File: src/design/scf_pkg.sv
// ----------------------------------------------------------------------------
// scf_pkg
// Types and constants shared by the serial command framer modules.
// ----------------------------------------------------------------------------
package scf_pkg;

  localparam logic [7:0] START_CHAR = 8'h21;
  localparam logic [7:0] LF_CHAR    = 8'h0A;
  localparam logic [7:0] CR_CHAR    = 8'h0D;
  localparam logic [7:0] WAIT_MAX   = 8'hFF;

  localparam logic [7:0] CAPACITY_RESET = 8'd64;
  localparam logic [7:0] TIMEOUT_RESET  = 8'd200;

  localparam logic       OP_BYTE = 1'b0;
  localparam logic       OP_TICK = 1'b1;

  localparam logic [1:0] EV_CHAR = 2'd0;
  localparam logic [1:0] EV_DONE = 2'd1;
  localparam logic [1:0] EV_FAIL = 2'd2;

  localparam logic       CFG_CAPACITY = 1'b0;
  localparam logic       CFG_TIMEOUT  = 1'b1;

  typedef struct packed {
    logic       opcode;
    logic [7:0] rx_byte;
    logic       rx_fault;
  } byte_item_t;

  typedef struct packed {
    logic [1:0] event_kind;
    logic [7:0] command_char;
    logic [7:0] command_length;
  } cmd_item_t;

  typedef struct packed {
    logic       in_command;
    logic [7:0] stored_count;
    logic [7:0] wait_count;
  } framer_state_t;

  typedef struct packed {
    logic [7:0] command_capacity;
    logic [7:0] byte_timeout_ticks;
  } framer_cfg_t;

endpackage

File: src/design/serial_command_framer_core.sv
// ----------------------------------------------------------------------------
// serial_command_framer_core
// Frames '!'-started, CR/LF-terminated commands from received UART bytes
// and timer ticks.
//
// Input channel byte_*: one item per received byte (opcode 0) or timer
// tick (opcode 1). Output channel cmd_*: command characters, command
// complete with its length, or command failed. Items that cause no event
// (idle bytes, the opening '!', ticks within the timeout) produce nothing.
// Configuration: wr_en/wr_index/wr_data write command_capacity (index 0)
// or byte_timeout_ticks (index 1); write only while the block is idle.
// Data path: an accepted item sits in the input register; its event is
// loaded into the result register once that register is free, and the
// result register drives cmd_valid.
// Throughput: one item per cycle while cmd_stall does not hold the result
// register; set by the single input register and the result register,
// with the framer state updated as an item leaves the input register.
// Reset (rst, synchronous): idle, no command open, capacity 64, timeout
// 200, both channels empty. When cmd_stall holds, the result register
// keeps its event, the input register fills and byte_stall then rises.
// ----------------------------------------------------------------------------
module serial_command_framer_core
  import scf_pkg::*;
(
  input  logic       clk,
  input  logic       rst,
  input  logic       byte_valid,
  output logic       byte_stall,
  input  byte_item_t byte_item,
  output logic       cmd_valid,
  input  logic       cmd_stall,
  output cmd_item_t  cmd_item,
  input  logic       wr_en,
  input  logic       wr_index,
  input  logic [7:0] wr_data
);

  framer_cfg_t   cfg;
  framer_state_t state;
  framer_state_t state_next;
  byte_item_t    s1_item;
  logic          s1_valid;
  logic          advance;
  logic          emit;
  logic          obuf_free;
  cmd_item_t     result;

  assign advance    = s1_valid && obuf_free;
  assign byte_stall = s1_valid && !obuf_free;

  always_ff @(posedge clk) begin
    if (rst) begin
      cfg.command_capacity   <= CAPACITY_RESET;
      cfg.byte_timeout_ticks <= TIMEOUT_RESET;
    end else if (wr_en) begin
      unique case (wr_index)
        CFG_CAPACITY: cfg.command_capacity   <= wr_data;
        CFG_TIMEOUT:  cfg.byte_timeout_ticks <= wr_data;
        default:      cfg                    <= cfg;
      endcase
    end
  end

  always_ff @(posedge clk) begin
    if (rst) begin
      s1_valid <= 1'b0;
    end else if (!byte_stall) begin
      s1_valid <= byte_valid;
    end
  end

  always_ff @(posedge clk) begin
    if (!byte_stall && byte_valid) begin
      s1_item <= byte_item;
    end
  end

  always_ff @(posedge clk) begin
    if (rst) begin
      state <= '0;
    end else if (advance) begin
      state <= state_next;
    end
  end

  scf_step u_step (
    .state      (state),
    .cfg        (cfg),
    .item       (s1_item),
    .state_next (state_next),
    .emit       (emit),
    .result     (result)
  );

  scf_obuf u_obuf (
    .clk       (clk),
    .rst       (rst),
    .load      (advance && emit),
    .load_item (result),
    .free      (obuf_free),
    .cmd_valid (cmd_valid),
    .cmd_stall (cmd_stall),
    .cmd_item  (cmd_item)
  );

  a_idle_count_clear: assert property (@(posedge clk) disable iff (rst)
    !state.in_command |-> state.stored_count == 8'd0 && state.wait_count == 8'd0)
    else $error("stored or wait count nonzero while idle");

  a_stall_needs_item: assert property (@(posedge clk) disable iff (rst)
    byte_stall |-> s1_valid && cmd_valid && cmd_stall)
    else $error("input stalled without a blocked result");

  a_kind_legal: assert property (@(posedge clk) disable iff (rst)
    cmd_valid |-> cmd_item.event_kind == EV_CHAR || cmd_item.event_kind == EV_DONE ||
                  cmd_item.event_kind == EV_FAIL)
    else $error("illegal event kind");

  a_char_only_on_char: assert property (@(posedge clk) disable iff (rst)
    cmd_valid && cmd_item.event_kind != EV_CHAR |-> cmd_item.command_char == 8'd0)
    else $error("character set on non-character event");

  a_done_closes: assert property (@(posedge clk) disable iff (rst)
    advance && emit && result.event_kind != EV_CHAR |=> !state.in_command)
    else $error("command still open after complete or fail");

endmodule

File: src/design/scf_step.sv
// ----------------------------------------------------------------------------
// scf_step
// Next-state and result logic for one item of the command framer.
// ----------------------------------------------------------------------------
module scf_step
  import scf_pkg::*;
(
  input  framer_state_t state,
  input  framer_cfg_t   cfg,
  input  byte_item_t    item,
  output framer_state_t state_next,
  output logic          emit,
  output cmd_item_t     result
);

  logic [7:0] wait_inc;
  logic       is_eol;
  logic       timed_out;

  assign wait_inc  = (state.wait_count < WAIT_MAX) ? state.wait_count + 8'd1
                                                   : state.wait_count;
  assign is_eol    = (item.rx_byte == CR_CHAR) || (item.rx_byte == LF_CHAR);
  assign timed_out = (cfg.byte_timeout_ticks != 8'd0) &&
                     (wait_inc > cfg.byte_timeout_ticks);

  always_comb begin
    state_next = state;
    emit       = 1'b0;
    result     = '0;
    if (!state.in_command) begin
      if (item.opcode == OP_BYTE && !item.rx_fault && item.rx_byte == START_CHAR) begin
        state_next.in_command   = 1'b1;
        state_next.stored_count = 8'd0;
        state_next.wait_count   = 8'd0;
      end
    end else if (item.opcode == OP_TICK) begin
      state_next.wait_count = wait_inc;
      if (timed_out) begin
        state_next        = '0;
        emit              = 1'b1;
        result.event_kind = EV_FAIL;
      end
    end else begin
      state_next.wait_count = 8'd0;
      priority if (item.rx_fault || state.stored_count >= cfg.command_capacity) begin
        state_next        = '0;
        emit              = 1'b1;
        result.event_kind = EV_FAIL;
      end else if (is_eol) begin
        state_next            = '0;
        emit                  = 1'b1;
        result.event_kind     = EV_DONE;
        result.command_length = state.stored_count;
      end else begin
        state_next.stored_count = state.stored_count + 8'd1;
        emit                    = 1'b1;
        result.event_kind       = EV_CHAR;
        result.command_char     = item.rx_byte;
      end
    end
  end

endmodule

File: src/design/scf_obuf.sv
// ----------------------------------------------------------------------------
// scf_obuf
// Result register for the command framer output channel.
// ----------------------------------------------------------------------------
module scf_obuf
  import scf_pkg::*;
(
  input  logic      clk,
  input  logic      rst,
  input  logic      load,
  input  cmd_item_t load_item,
  output logic      free,
  output logic      cmd_valid,
  input  logic      cmd_stall,
  output cmd_item_t cmd_item
);

  assign free = !cmd_valid || !cmd_stall;

  always_ff @(posedge clk) begin
    if (rst) begin
      cmd_valid <= 1'b0;
    end else if (free) begin
      cmd_valid <= load;
    end
  end

  always_ff @(posedge clk) begin
    if (free && load) begin
      cmd_item <= load_item;
    end
  end

endmodule
File: config.mk
export PLATFORM = sky130hd
export DESIGN_NAME = serial_command_framer_core
export DESIGN_NICKNAME = d
export VERILOG_FILES = /design/src/design/scf_pkg.sv /design/src/design/serial_command_framer_core.sv /design/src/design/scf_step.sv /design/src/design/scf_obuf.sv
export SDC_FILE = /design/constraint.sdc
export NUM_CORES = 1
export LEC_CHECK = 0
export ABC_AREA = 1
export BUFFER_PORTS_ARGS = -buffer_cell sky130_fd_sc_hd__buf_2
export CAP_MARGIN = 10
export CELL_PAD_IN_SITES_DETAIL_PLACEMENT = 1
export CELL_PAD_IN_SITES_GLOBAL_PLACEMENT = 1
export CORE_MARGIN = 5
export CORE_UTILIZATION = 40
export DETAILED_ROUTE_END_ITERATION = 10
export GPL_TIMING_DRIVEN = 1
export PLACE_DENSITY = 0.73
export SLEW_MARGIN = 20
export SYNTH_ARGS = -nofsm -noshare
export SYNTH_HDL_FRONTEND = slang
export SYNTH_SLANG_ARGS = --single-unit
File: constraint.sdc
create_clock -name clk -period 6.75 [get_ports clk]
set_input_delay 1.0125 -clock clk [delete_from_list [all_inputs] [get_ports clk]]
set_output_delay 1.0125 -clock clk [all_outputs]
set_load 0.02 [all_outputs]
=== Word-level counts from Yosys, hierarchy flattened ===
Cells that the tools add are included.

* Flip-flop bits (word level): 63
* Input port bits: 24
* Output and inout bits: 20
* Logic and storage cells: 65

* Add/subtract/negate cells: 2
* Order comparisons: 3
* Equal/unequal tests: 4
* Multiplexer cells: 15
* Bitwise operators: 4
* Reductions and logical operators: 24

{| class="wikitable"
|+ Operator list
! kind !! number
|-
| 17-bit two-way mux || 5
|-
| 8-bit by 1-bit adder with 8-bit output (second input constant) || 2
|-
| 8-bit by 4-bit == test with 1-bit output (second input constant) || 2
|-
| 8-bit two-way mux || 2
|-
| 8-bit by 6-bit == test with 1-bit output (second input constant) || 1
|-
| 8-bit greater-or-equal comparator || 1
|-
| 8-bit greater-than comparator || 1
|-
| 1-bit logical AND || 8
|-
| 8-bit < comparator (second input constant) || 1
|-
| 8-bit nonzero test || 1
|-
| 4-bit OR reduction || 2
|-
| 2-bit two-way mux || 3
|-
| 2-bit AND reduction || 3
|-
| 1-bit logical NOT || 5
|-
| 1-bit two-way mux || 5
|-
| 1-bit inverter || 4
|-
| 1-bit logical OR || 3
|-
| 3-bit by 2-bit inequality test with 1-bit output (second input constant) || 1
|-
| 3-bit AND reduction || 1
|-
| 2-bit nonzero test || 1
|}

=== Logic depth before layout (Yosys ltp) ===
Gate-level depths: netlist of the first run.

* Depth after elaboration: 9
* Gate-level depth with buffers: 21
* Mapped depth without buffers: 21

=== Cells and area by module ===
A second synthesis of the first run with hierarchy kept.

* Cell total of the unflattened synthesis: 506
* Area, all modules: 3768.6 µm²

{| class="wikitable"
|+ Modules (own cells, without submodules)
! module !! times used !! cells an instance !! area an instance (µm²) !! sequential area each (µm²)
|-
| serial_command_framer_core || 1 || 181 || 1677.9 || 980.9
|-
| scf_step || 1 || 302 || 1506.4 || 0.0
|-
| scf_obuf || 1 || 23 || 584.3 || 560.5
|}

=== Worst setup path after synthesis of the first run ===
Ideal clock, no wire load.

* Kind: flip-flop to flip-flop
* From: reg, netlist name state[0]
* To: reg, netlist name u_obuf.cmd_item[0]
* Library setup time: 0.373 ns
* Arrival: 2.421 ns
* Data required time: 6.377 ns
* Path slack: 3.956 ns
* Stages on the path, launching flop included: 16
* Buffers on the path: 0
* Clock period less this slack: 2.794 ns
* Cell sequence: dfxtp_1 ha_1 nand2_1 inv_1 nand4_4 nand2_1 xor2_1 ha_1 nand2_1 nor2_1 and2_1 nor2_1 nand2_2 nand2_1 nand3_1 inv_1

* Cells in the longest elaborated chain, start to end: 9
* Elaborated cells between the ends (all ways): 10
* Classes of those cells: 1 x add/sub; 2 x order compare; 4 x mux; 3 x reduce/logical

{| class="wikitable"
|+ Ends and longest elaborated chain
! element !! RTL line !! RTL
|-
| 8-bit by 1-bit adder with 8-bit output / 8-bit < comparator (equally long branches) || scf_step.sv:20 || <nowiki>assign wait_inc = (state.wait_count < WAIT_MAX) ? state.wait_count + 8'd1</nowiki>
|-
| 8-bit two-way mux * || scf_step.sv:20 ||
|-
| 8-bit greater-than comparator * || scf_step.sv:24 || <nowiki>(wait_inc > cfg.byte_timeout_ticks);</nowiki>
|-
| 1-bit logical AND * || scf_step.sv:23 || <nowiki>assign timed_out = (cfg.byte_timeout_ticks != 8'd0) &&</nowiki>
|-
| 1-bit two-way mux * || scf_step.sv:38 || <nowiki>if (timed_out) begin</nowiki>
|-
| 1-bit two-way mux * || scf_step.sv:36 || <nowiki>end else if (item.opcode == OP_TICK) begin</nowiki>
|-
| 1-bit two-way mux * || scf_step.sv:30 || <nowiki>if (!state.in_command) begin</nowiki>
|-
| 1-bit logical AND * || serial_command_framer_core.sv:98 || <nowiki>.load (advance && emit),</nowiki>
|-
| 1-bit logical AND * || scf_obuf.sv:29 || <nowiki>if (free && load) begin</nowiki>
|}

Mark *: on every way between the ends. The rest lies on a longest branch, timed or not.
A chain may end at the register's enable or synchronous reset.

=== Final worst setup path of the first run ===
* From: reg, netlist name state[0]
* To: reg, netlist name u_obuf.cmd_item[6]

* Cells in the longest elaborated chain, start to end: 9
* Elaborated cells between the ends (all ways): 10
* Classes of those cells: 1 x add/sub; 2 x order compare; 4 x mux; 3 x reduce/logical

{| class="wikitable"
|+ Ends and longest elaborated chain
! element !! RTL line
|-
| 8-bit by 1-bit adder with 8-bit output / 8-bit < comparator (equally long branches) || scf_step.sv:20
|-
| 8-bit two-way mux * || scf_step.sv:20
|-
| 8-bit greater-than comparator * || scf_step.sv:24
|-
| 1-bit logical AND * || scf_step.sv:23
|-
| 1-bit two-way mux * || scf_step.sv:38
|-
| 1-bit two-way mux * || scf_step.sv:36
|-
| 1-bit two-way mux * || scf_step.sv:30
|-
| 1-bit logical AND * || serial_command_framer_core.sv:98
|-
| 1-bit logical AND * || scf_obuf.sv:29
|}

Marked as above.

==> results_dict.tcl, run 1 <==
set metrics [dict create \
    setup_tns_ns 0 \
    synth-compound-area-share 0.1067 \
    dp_hpwl_um 5470 \
    num_vias 2497 \
    drt.antenna.violating_nets 0 \
    ys.flop_type "dfxtp_1" \
    drv_slew 0 \
    maxSlewHeadroom 0.5411 \
    post-place-ws_ns 3.494 \
    cts_tree "built" \
    avgSynthCellArea_sq_um 8.556 \
    synth_adder_area_share 0.07115 \
    power_per_cell_area_nw_per_um2 223.2 \
    numCtsBuffers 9 \
    synth_seq_cells 63 \
    insertion_delay_ns 0.34 \
    globalplace.congestion 0.7516 \
    min_path_type "flop to flop" \
    wl_per_cell_um 13.57 \
    hp-start "cfg[10]" \
    nNetsFinal 459 \
    rrSetupSlack_ns 3.51 \
    yosys.area_share.simple 0.2308 \
    min_period_ns 3.239 \
    min_to "cfg[10]" \
    die_x_um 98.96 \
    synth-seq-area-share 0.4870 \
    muxShareOfSynthArea 0 \
    setup_viol 0 \
    die_y_um 98.96 \
    post-cts-setup-buffers 0 \
    drc 0 \
    clkSinkCount 63 \
    die_area_sq_um 9793 \
    grt-ovfl-total 0 \
    num_rows 32 \
    start_util 0.4097 \
    core-area_sq_um 7727 \
    clock.fmax_ghz 0.3087 \
    period_share 0.4799 \
    drt_iter0_markers 81 \
    h-tree-depth 3 \
    hold_violations 0 \
    cts_hold_buf 0 \
    cp.required_ns 6.72 \
    diodes 0 \
    synth_top_family_by_area "simple AND/OR/NAND/NOR gates" \
    io_buffers 43 \
    postLayoutCoreUtil 0.4739 \
    clock_skew_ns 0.01227 \
    synthArstFlopShare 0 \
    io_pins 44 \
    synth-xor-area-share 0.01107 \
    path_class "flop to flop" \
    end_kind "flop" \
    worst_ir_drop_vdd_v 0.0001042 \
    grt_pass1_vias 2658 \
    worstRegToRegCells 15 \
    antenna_found_initial 0 \
    r2r-start "state[0]" \
    timing.rr.end "u_obuf.cmd_item[6]" \
    tightest_slew_ns 0.6876 \
    first_pass_iters 4 \
    wl_um 7111 \
    cts_root_buf "clkbuf_8" \
    grt_pass1_wl_um 12080 \
    cts_resized 0 \
    min_delay_path_depth 2 \
    grtUsageTotal 0.1522 \
    rsz0062_at_grt "false" \
    synth_area_sq_um 3166 \
    drive_gt1_frac 0.1896 \
    max-cap-violations 0 \
    leakage_nw 1.624 \
    timing.final.ws_setup_ns 3.511 \
    path_max_fanout 18 \
    synth_nets 412 \
    status "complete, no violations" \
    crit_arrival_ns 3.21 \
    cp-start-kind "flop" \
    netlist_instances 370 \
    via_per_inst 4.765 \
    clk_pin_slew_ns 0.07 \
    fillers 947 \
    max-clock-path-buffers 2 \
    synth-edff-count 28 \
    yosysWarningCount 0 \
    areaGrowthSynthToFinish_pct 15.69 \
    grt_max_degree 22 \
    yosysUniqueCellTypes 34 \
]
-- flip-flops by register name, summed over array words and instances, names as in the netlist --
signal	flops
cfg	16
u_obuf.cmd_item	18
state	17
s1_item	10
s1_valid	1
u_obuf.cmd_valid	1
-- how the worst max path moves through the flow --
stage	from	to	slack, ns
after floorplan	state[0]	u_obuf.cmd_item[0]	3.96
after global placement	state[0]	u_obuf.cmd_item[4]	3.69
after detailed placement	state[0]	u_obuf.cmd_item[6]	3.49
after CTS	state[0]	u_obuf.cmd_item[6]	3.46
after global routing	state[0]	u_obuf.cmd_item[1]	3.18
final	state[0]	u_obuf.cmd_item[6]	3.51
-- kinds of logic (layout without fill, tap and decap cells) --
| family | count (synthesis) | in the layout |
|---|---|---|
| flip-flops | 63 | 63 |
| AND/OR/NAND/NOR | 156 | 156 |
| buffers and inverters | 69 | 121 |
| XOR/XNOR | 4 | 4 |
| AO/OA/AOI/OAI | 60 | 60 |
| adder cells (fa/ha/maj) | 18 | 18 |
-- critical path: stages (launching register included) --
cell,delay [ns]
dfxtp_1,0.39
ha_1,0.20
nand2_1,0.08
inv_1,0.15
nand4_4,0.17
nand2_1,0.11
xor2_1,0.20
ha_1,0.28
nand2_1,0.08
nor2_1,0.05
and2_1,0.13
nor2_1,0.13
nand2_2,0.11
nand2_1,0.09
nand3_1,0.14
inv_1,0.55
-- through the flow --
step	total power (W)	cell area, sq um	hold WS [ns]	std cells
5_1_grt	0.0008566	3662	0.5014	524
4_1_cts	0.0008279	3662	0.4693	524
3_3_place_gp	0.0004669	3451	0.4569	508
3_5_place_dp	0.0004691	3451	0.4586	508
2_1_floorplan	0.0004515	3166	0.4353	370
6_report	0.0008174	3662	0.4655	524
-- layout by cell type, fill, tap and decap left out, types with 2 or more instances in the layout --
cell type | netlist | final
nand2_1 | 60 | 60
nand2_4 | 2 | 2
clkbuf_8 | 0 | 9
buf_2 | 0 | 43
nor2_2 | 5 | 5
edfxtp_1 | 28 | 28
xnor2_1 | 2 | 2
nand4_1 | 6 | 6
nor2_1 | 50 | 50
a21oi_1 | 26 | 26
nand2_2 | 4 | 4
o211ai_1 | 5 | 5
ha_1 | 18 | 18
o21ai_1 | 3 | 3
nand3_2 | 4 | 4
dfxtp_1 | 35 | 35
nand3_1 | 15 | 15
inv_2 | 2 | 2
inv_1 | 59 | 59
bufinv_16 | 0 | 2
clkinv_2 | 0 | 3
xor2_1 | 2 | 2
nor3_1 | 6 | 6
o21ai_0 | 20 | 20
-- per-layer routing --
metal / vias to the layer above / global-route usage / part of all wire
met4: 0 / 0.04097 / 0.0096
li1: 1300 / - / -
met1: 1159 / 0.1918 / 0.47
met2: 31 / 0.2598 / 0.50
met3: 7 / 0.03680 / 0.027
met5: - / 0 / 0
-- where the power goes --
| part | internal (W) | switching, W |
|---|---|---|
| clock | 0.000208 | 0.000150 |
| sequential | 0.000408 | 0.00000571 |
| combinational | 0.0000168 | 0.0000296 |
| total | 0.000632 | 0.000185 |
-- cell type report --
type                    count  area [sq um]  area share
clock buffers              10         127.6     0.03485
clock inverters             6         83.83     0.02289
inverters                  62         237.7     0.06491
multi-input cells         238          1329      0.3628
flip-flops and latches     63          1541      0.4209
well taps                 102         127.6     0.03485
repair buffers             43         215.2     0.05876
-- cell usage after synthesis (2+ instances only) --
library cell  number  area [sq um]
edfxtp_1          28         840.8
xor2_1             2         17.52
nand3_1           15         75.07
nand2_2            4         25.02
dfxtp_1           35         700.7
nand2_4            2         22.52
a21oi_1           26         130.1
clkbuf_1           4         15.01
ha_1              18         225.2
o21ai_1            3         15.01
nand2_1           60         225.2
nand4_1            6         37.54
inv_2              2         7.510
nor2_2             5         31.28
nor2_1            50         187.7
nand3_2            4         40.04
nor3_1             6         30.03
o21ai_0           20         100.1
xnor2_1            2         17.52
inv_1             59         221.5
buf_6              2         22.52
o211ai_1           5         37.54
(Power assumes the default switching activity.)
==> inputs of run 2 (changes only) <==
CORE_UTILIZATION = 39   (was 40)
PLACE_DENSITY = 0.74   (was 0.73)
clock period = 2.79 ns   (was 6.75 ns; I/O delays follow)
==> results_dict.tcl, run 2 (synthesis gave the netlist of run 1 again) <==
set metrics [dict create \
    post-place-ws_ns -0.001986 \
    drt.antenna.violating_nets 0 \
    num_rows 32 \
    combPwrFrac 0.061 \
    hold_violations 0 \
    final_cells 530 \
    h-tree-depth 3 \
    intPower_w 0.001442 \
    areaGrowthSynthToFinish_pct 18.26 \
    wl_per_cell_um 14.14 \
    min_path_type "primary input to flop" \
    path_max_fanout 18 \
    status "complete, no violations" \
    path_cells "buf_4, nand3_1, nor2_2, nand3_1, nor2_2, a21oi_2, ha_1, nand2_1, nor2_1, and2_1, nor2_2, nand2_2, nand2_2, nand3_2, clkinvlp_4, buf_12" \
    top_layer "met4" \
    die_area_sq_um 10020 \
    io_pins 44 \
    globalplace.congestion 0.7832 \
    grt-ovfl-total 0 \
    period_share 0.9328 \
    cp_slowest_cell "dfxtp_1" \
    startpoint "state[0]" \
    maxSlewHeadroom 0.5871 \
    tightest_slew_ns 0.6187 \
    worst_path_most_repeated_cell "nor2_2" \
    setup_tns_ns 0 \
    timing.final.ws_setup_ns 0.1876 \
    clk_pin_slew_ns 0.07 \
    timing.rr.end "u_obuf.cmd_item[7]" \
    die_x_um 100.1 \
    drt_iter0_markers 70 \
    num_vias 2543 \
    leakage_nw 1.661 \
    clock_skew_ns 0.01171 \
    grt_pass1_wl_um 12360 \
    end_kind "flop" \
    clkPwrFrac 0.416 \
    clock.fmax_ghz 0.3843 \
    max-clock-path-buffers 2 \
    cts_root_buf "clkbuf_8" \
    via_per_inst 4.798 \
    crit_arrival_ns 2.67 \
    setup_viol 0 \
    min_period_ns 2.602 \
    met1_length_um 3236 \
    whs_ns 0.2376 \
    worst_ir_drop_vdd_v 0.0001995 \
    reg.largest.list "u_obuf.cmd_item (18), state (17), cfg (16)" \
    cp-start-kind "flop" \
    p_seq_frac 0.523 \
    start_util 0.4054 \
    cts_tree "built" \
    wl_met2_um 3839 \
    drv_slew 0 \
    p_switching_w 0.0004729 \
    dp_hpwl_um 5782 \
    path_class "flop to flop" \
    cp.required_ns 2.86 \
    endpoint "u_obuf.cmd_item[7]" \
    clkSinkCount 63 \
    fillers 991 \
    postLayoutCoreUtil 0.4795 \
    first_pass_iters 4 \
    drive_gt1_frac 0.2290 \
    grt_pass1_vias 2675 \
    diodes 0 \
    r2r-start "state[0]" \
    rrSetupSlack_ns 0.19 \
    wl_met3_um 270 \
    die_y_um 100.1 \
    largest_reg_flops 18 \
    insertion_delay_ns 0.36 \
    antenna_found_initial 0 \
    grtUsageTotal 0.1569 \
    nNetsFinal 465 \
    grt_max_degree 22 \
    dp_cells 512 \
    core-area_sq_um 7807 \
    wl_um 7495 \
    drc 0 \
    worstRegToRegCells 16 \
    max-cap-violations 0 \
    power_per_cell_area_nw_per_um2 511.5 \
    largest-register "u_obuf.cmd_item" \
    numCtsBuffers 9 \
    io_buffers 43 \
    layout_common_cells "inv_1 (57), nand2_1 (57), nor2_1 (47)" \
    swShare 0.2470 \
    slowest_delay_ns 0.34 \
]
run 2: area by class of cell:
| class | count | area [sq um] | area share |
|---|---|---|---|
| Multi-Input combinational cell | 238 | 1364 | 0.3643 |
| Clock buffer | 9 | 123.9 | 0.03309 |
| Timing Repair Buffer | 49 | 272.8 | 0.07286 |
| Inverter | 62 | 241.5 | 0.06451 |
| Clock inverter | 7 | 71.32 | 0.01905 |
| Tap cell | 102 | 127.6 | 0.03409 |
| Sequential cell | 63 | 1543 | 0.4121 |
run 2: what timing repair did:
action,CTS,global route
gates resized for setup,1,11
setup buffers,0,2
hold buffers,0,0
endpoints found under the setup margin,18,35
pin swaps,0,3
run 2: worst min-delay path by stage:
stage	from	to	slack (ns)	cells past startpoint
CTS	byte_item[7]	s1_item[7]	0.22	1
finish	byte_item[7]	s1_item[7]	0.24	1
global placement	cfg[9]	cfg[9]	0.45	2
detailed placement	cfg[9]	cfg[9]	0.46	2
global route	byte_item[2]	s1_item[2]	0.22	1
floorplan	cfg[10]	cfg[10]	0.44	2
run 2: power by group through the flow:
stage          registers, W  clock network (W)  logic [W]
3_5_place_dp        0.00102                  0   0.000116
2_1_floorplan       0.00102                  0  0.0000748
3_3_place_gp        0.00102                  0   0.000109
4_1_cts             0.00100           0.000812   0.000118
6_report            0.00100           0.000796   0.000118
5_1_grt             0.00100           0.000868   0.000135
run 2: per-layer routing:
layer  vias up  track usage
li1       1316            -
met1      1182       0.1821
met2        30       0.2776
met3        15      0.03614
met4         0      0.06528
met5         -            0
run 2: stage by stage:
step	cell area, sq um	total power, W
2_1_floorplan	3169	0.001092
3_3_place_gp	3497	0.001130
3_5_place_dp	3497	0.001138
4_1_cts	3692	0.001931
5_1_grt	3744	0.002007
6_report	3744	0.001915
run 2: critical path: cells and delay by family (launching register included):
| kind | cells | cell delay (ns) |
|---|---|---|
| AND/OR/NAND/NOR | 11 | 1.26 |
| adder cells (fa/ha/maj) | 1 | 0.29 |
| AO/OA/AOI/OAI | 1 | 0.05 |
| flip-flops | 1 | 0.34 |
| buffers and inverters | 3 | 0.38 |
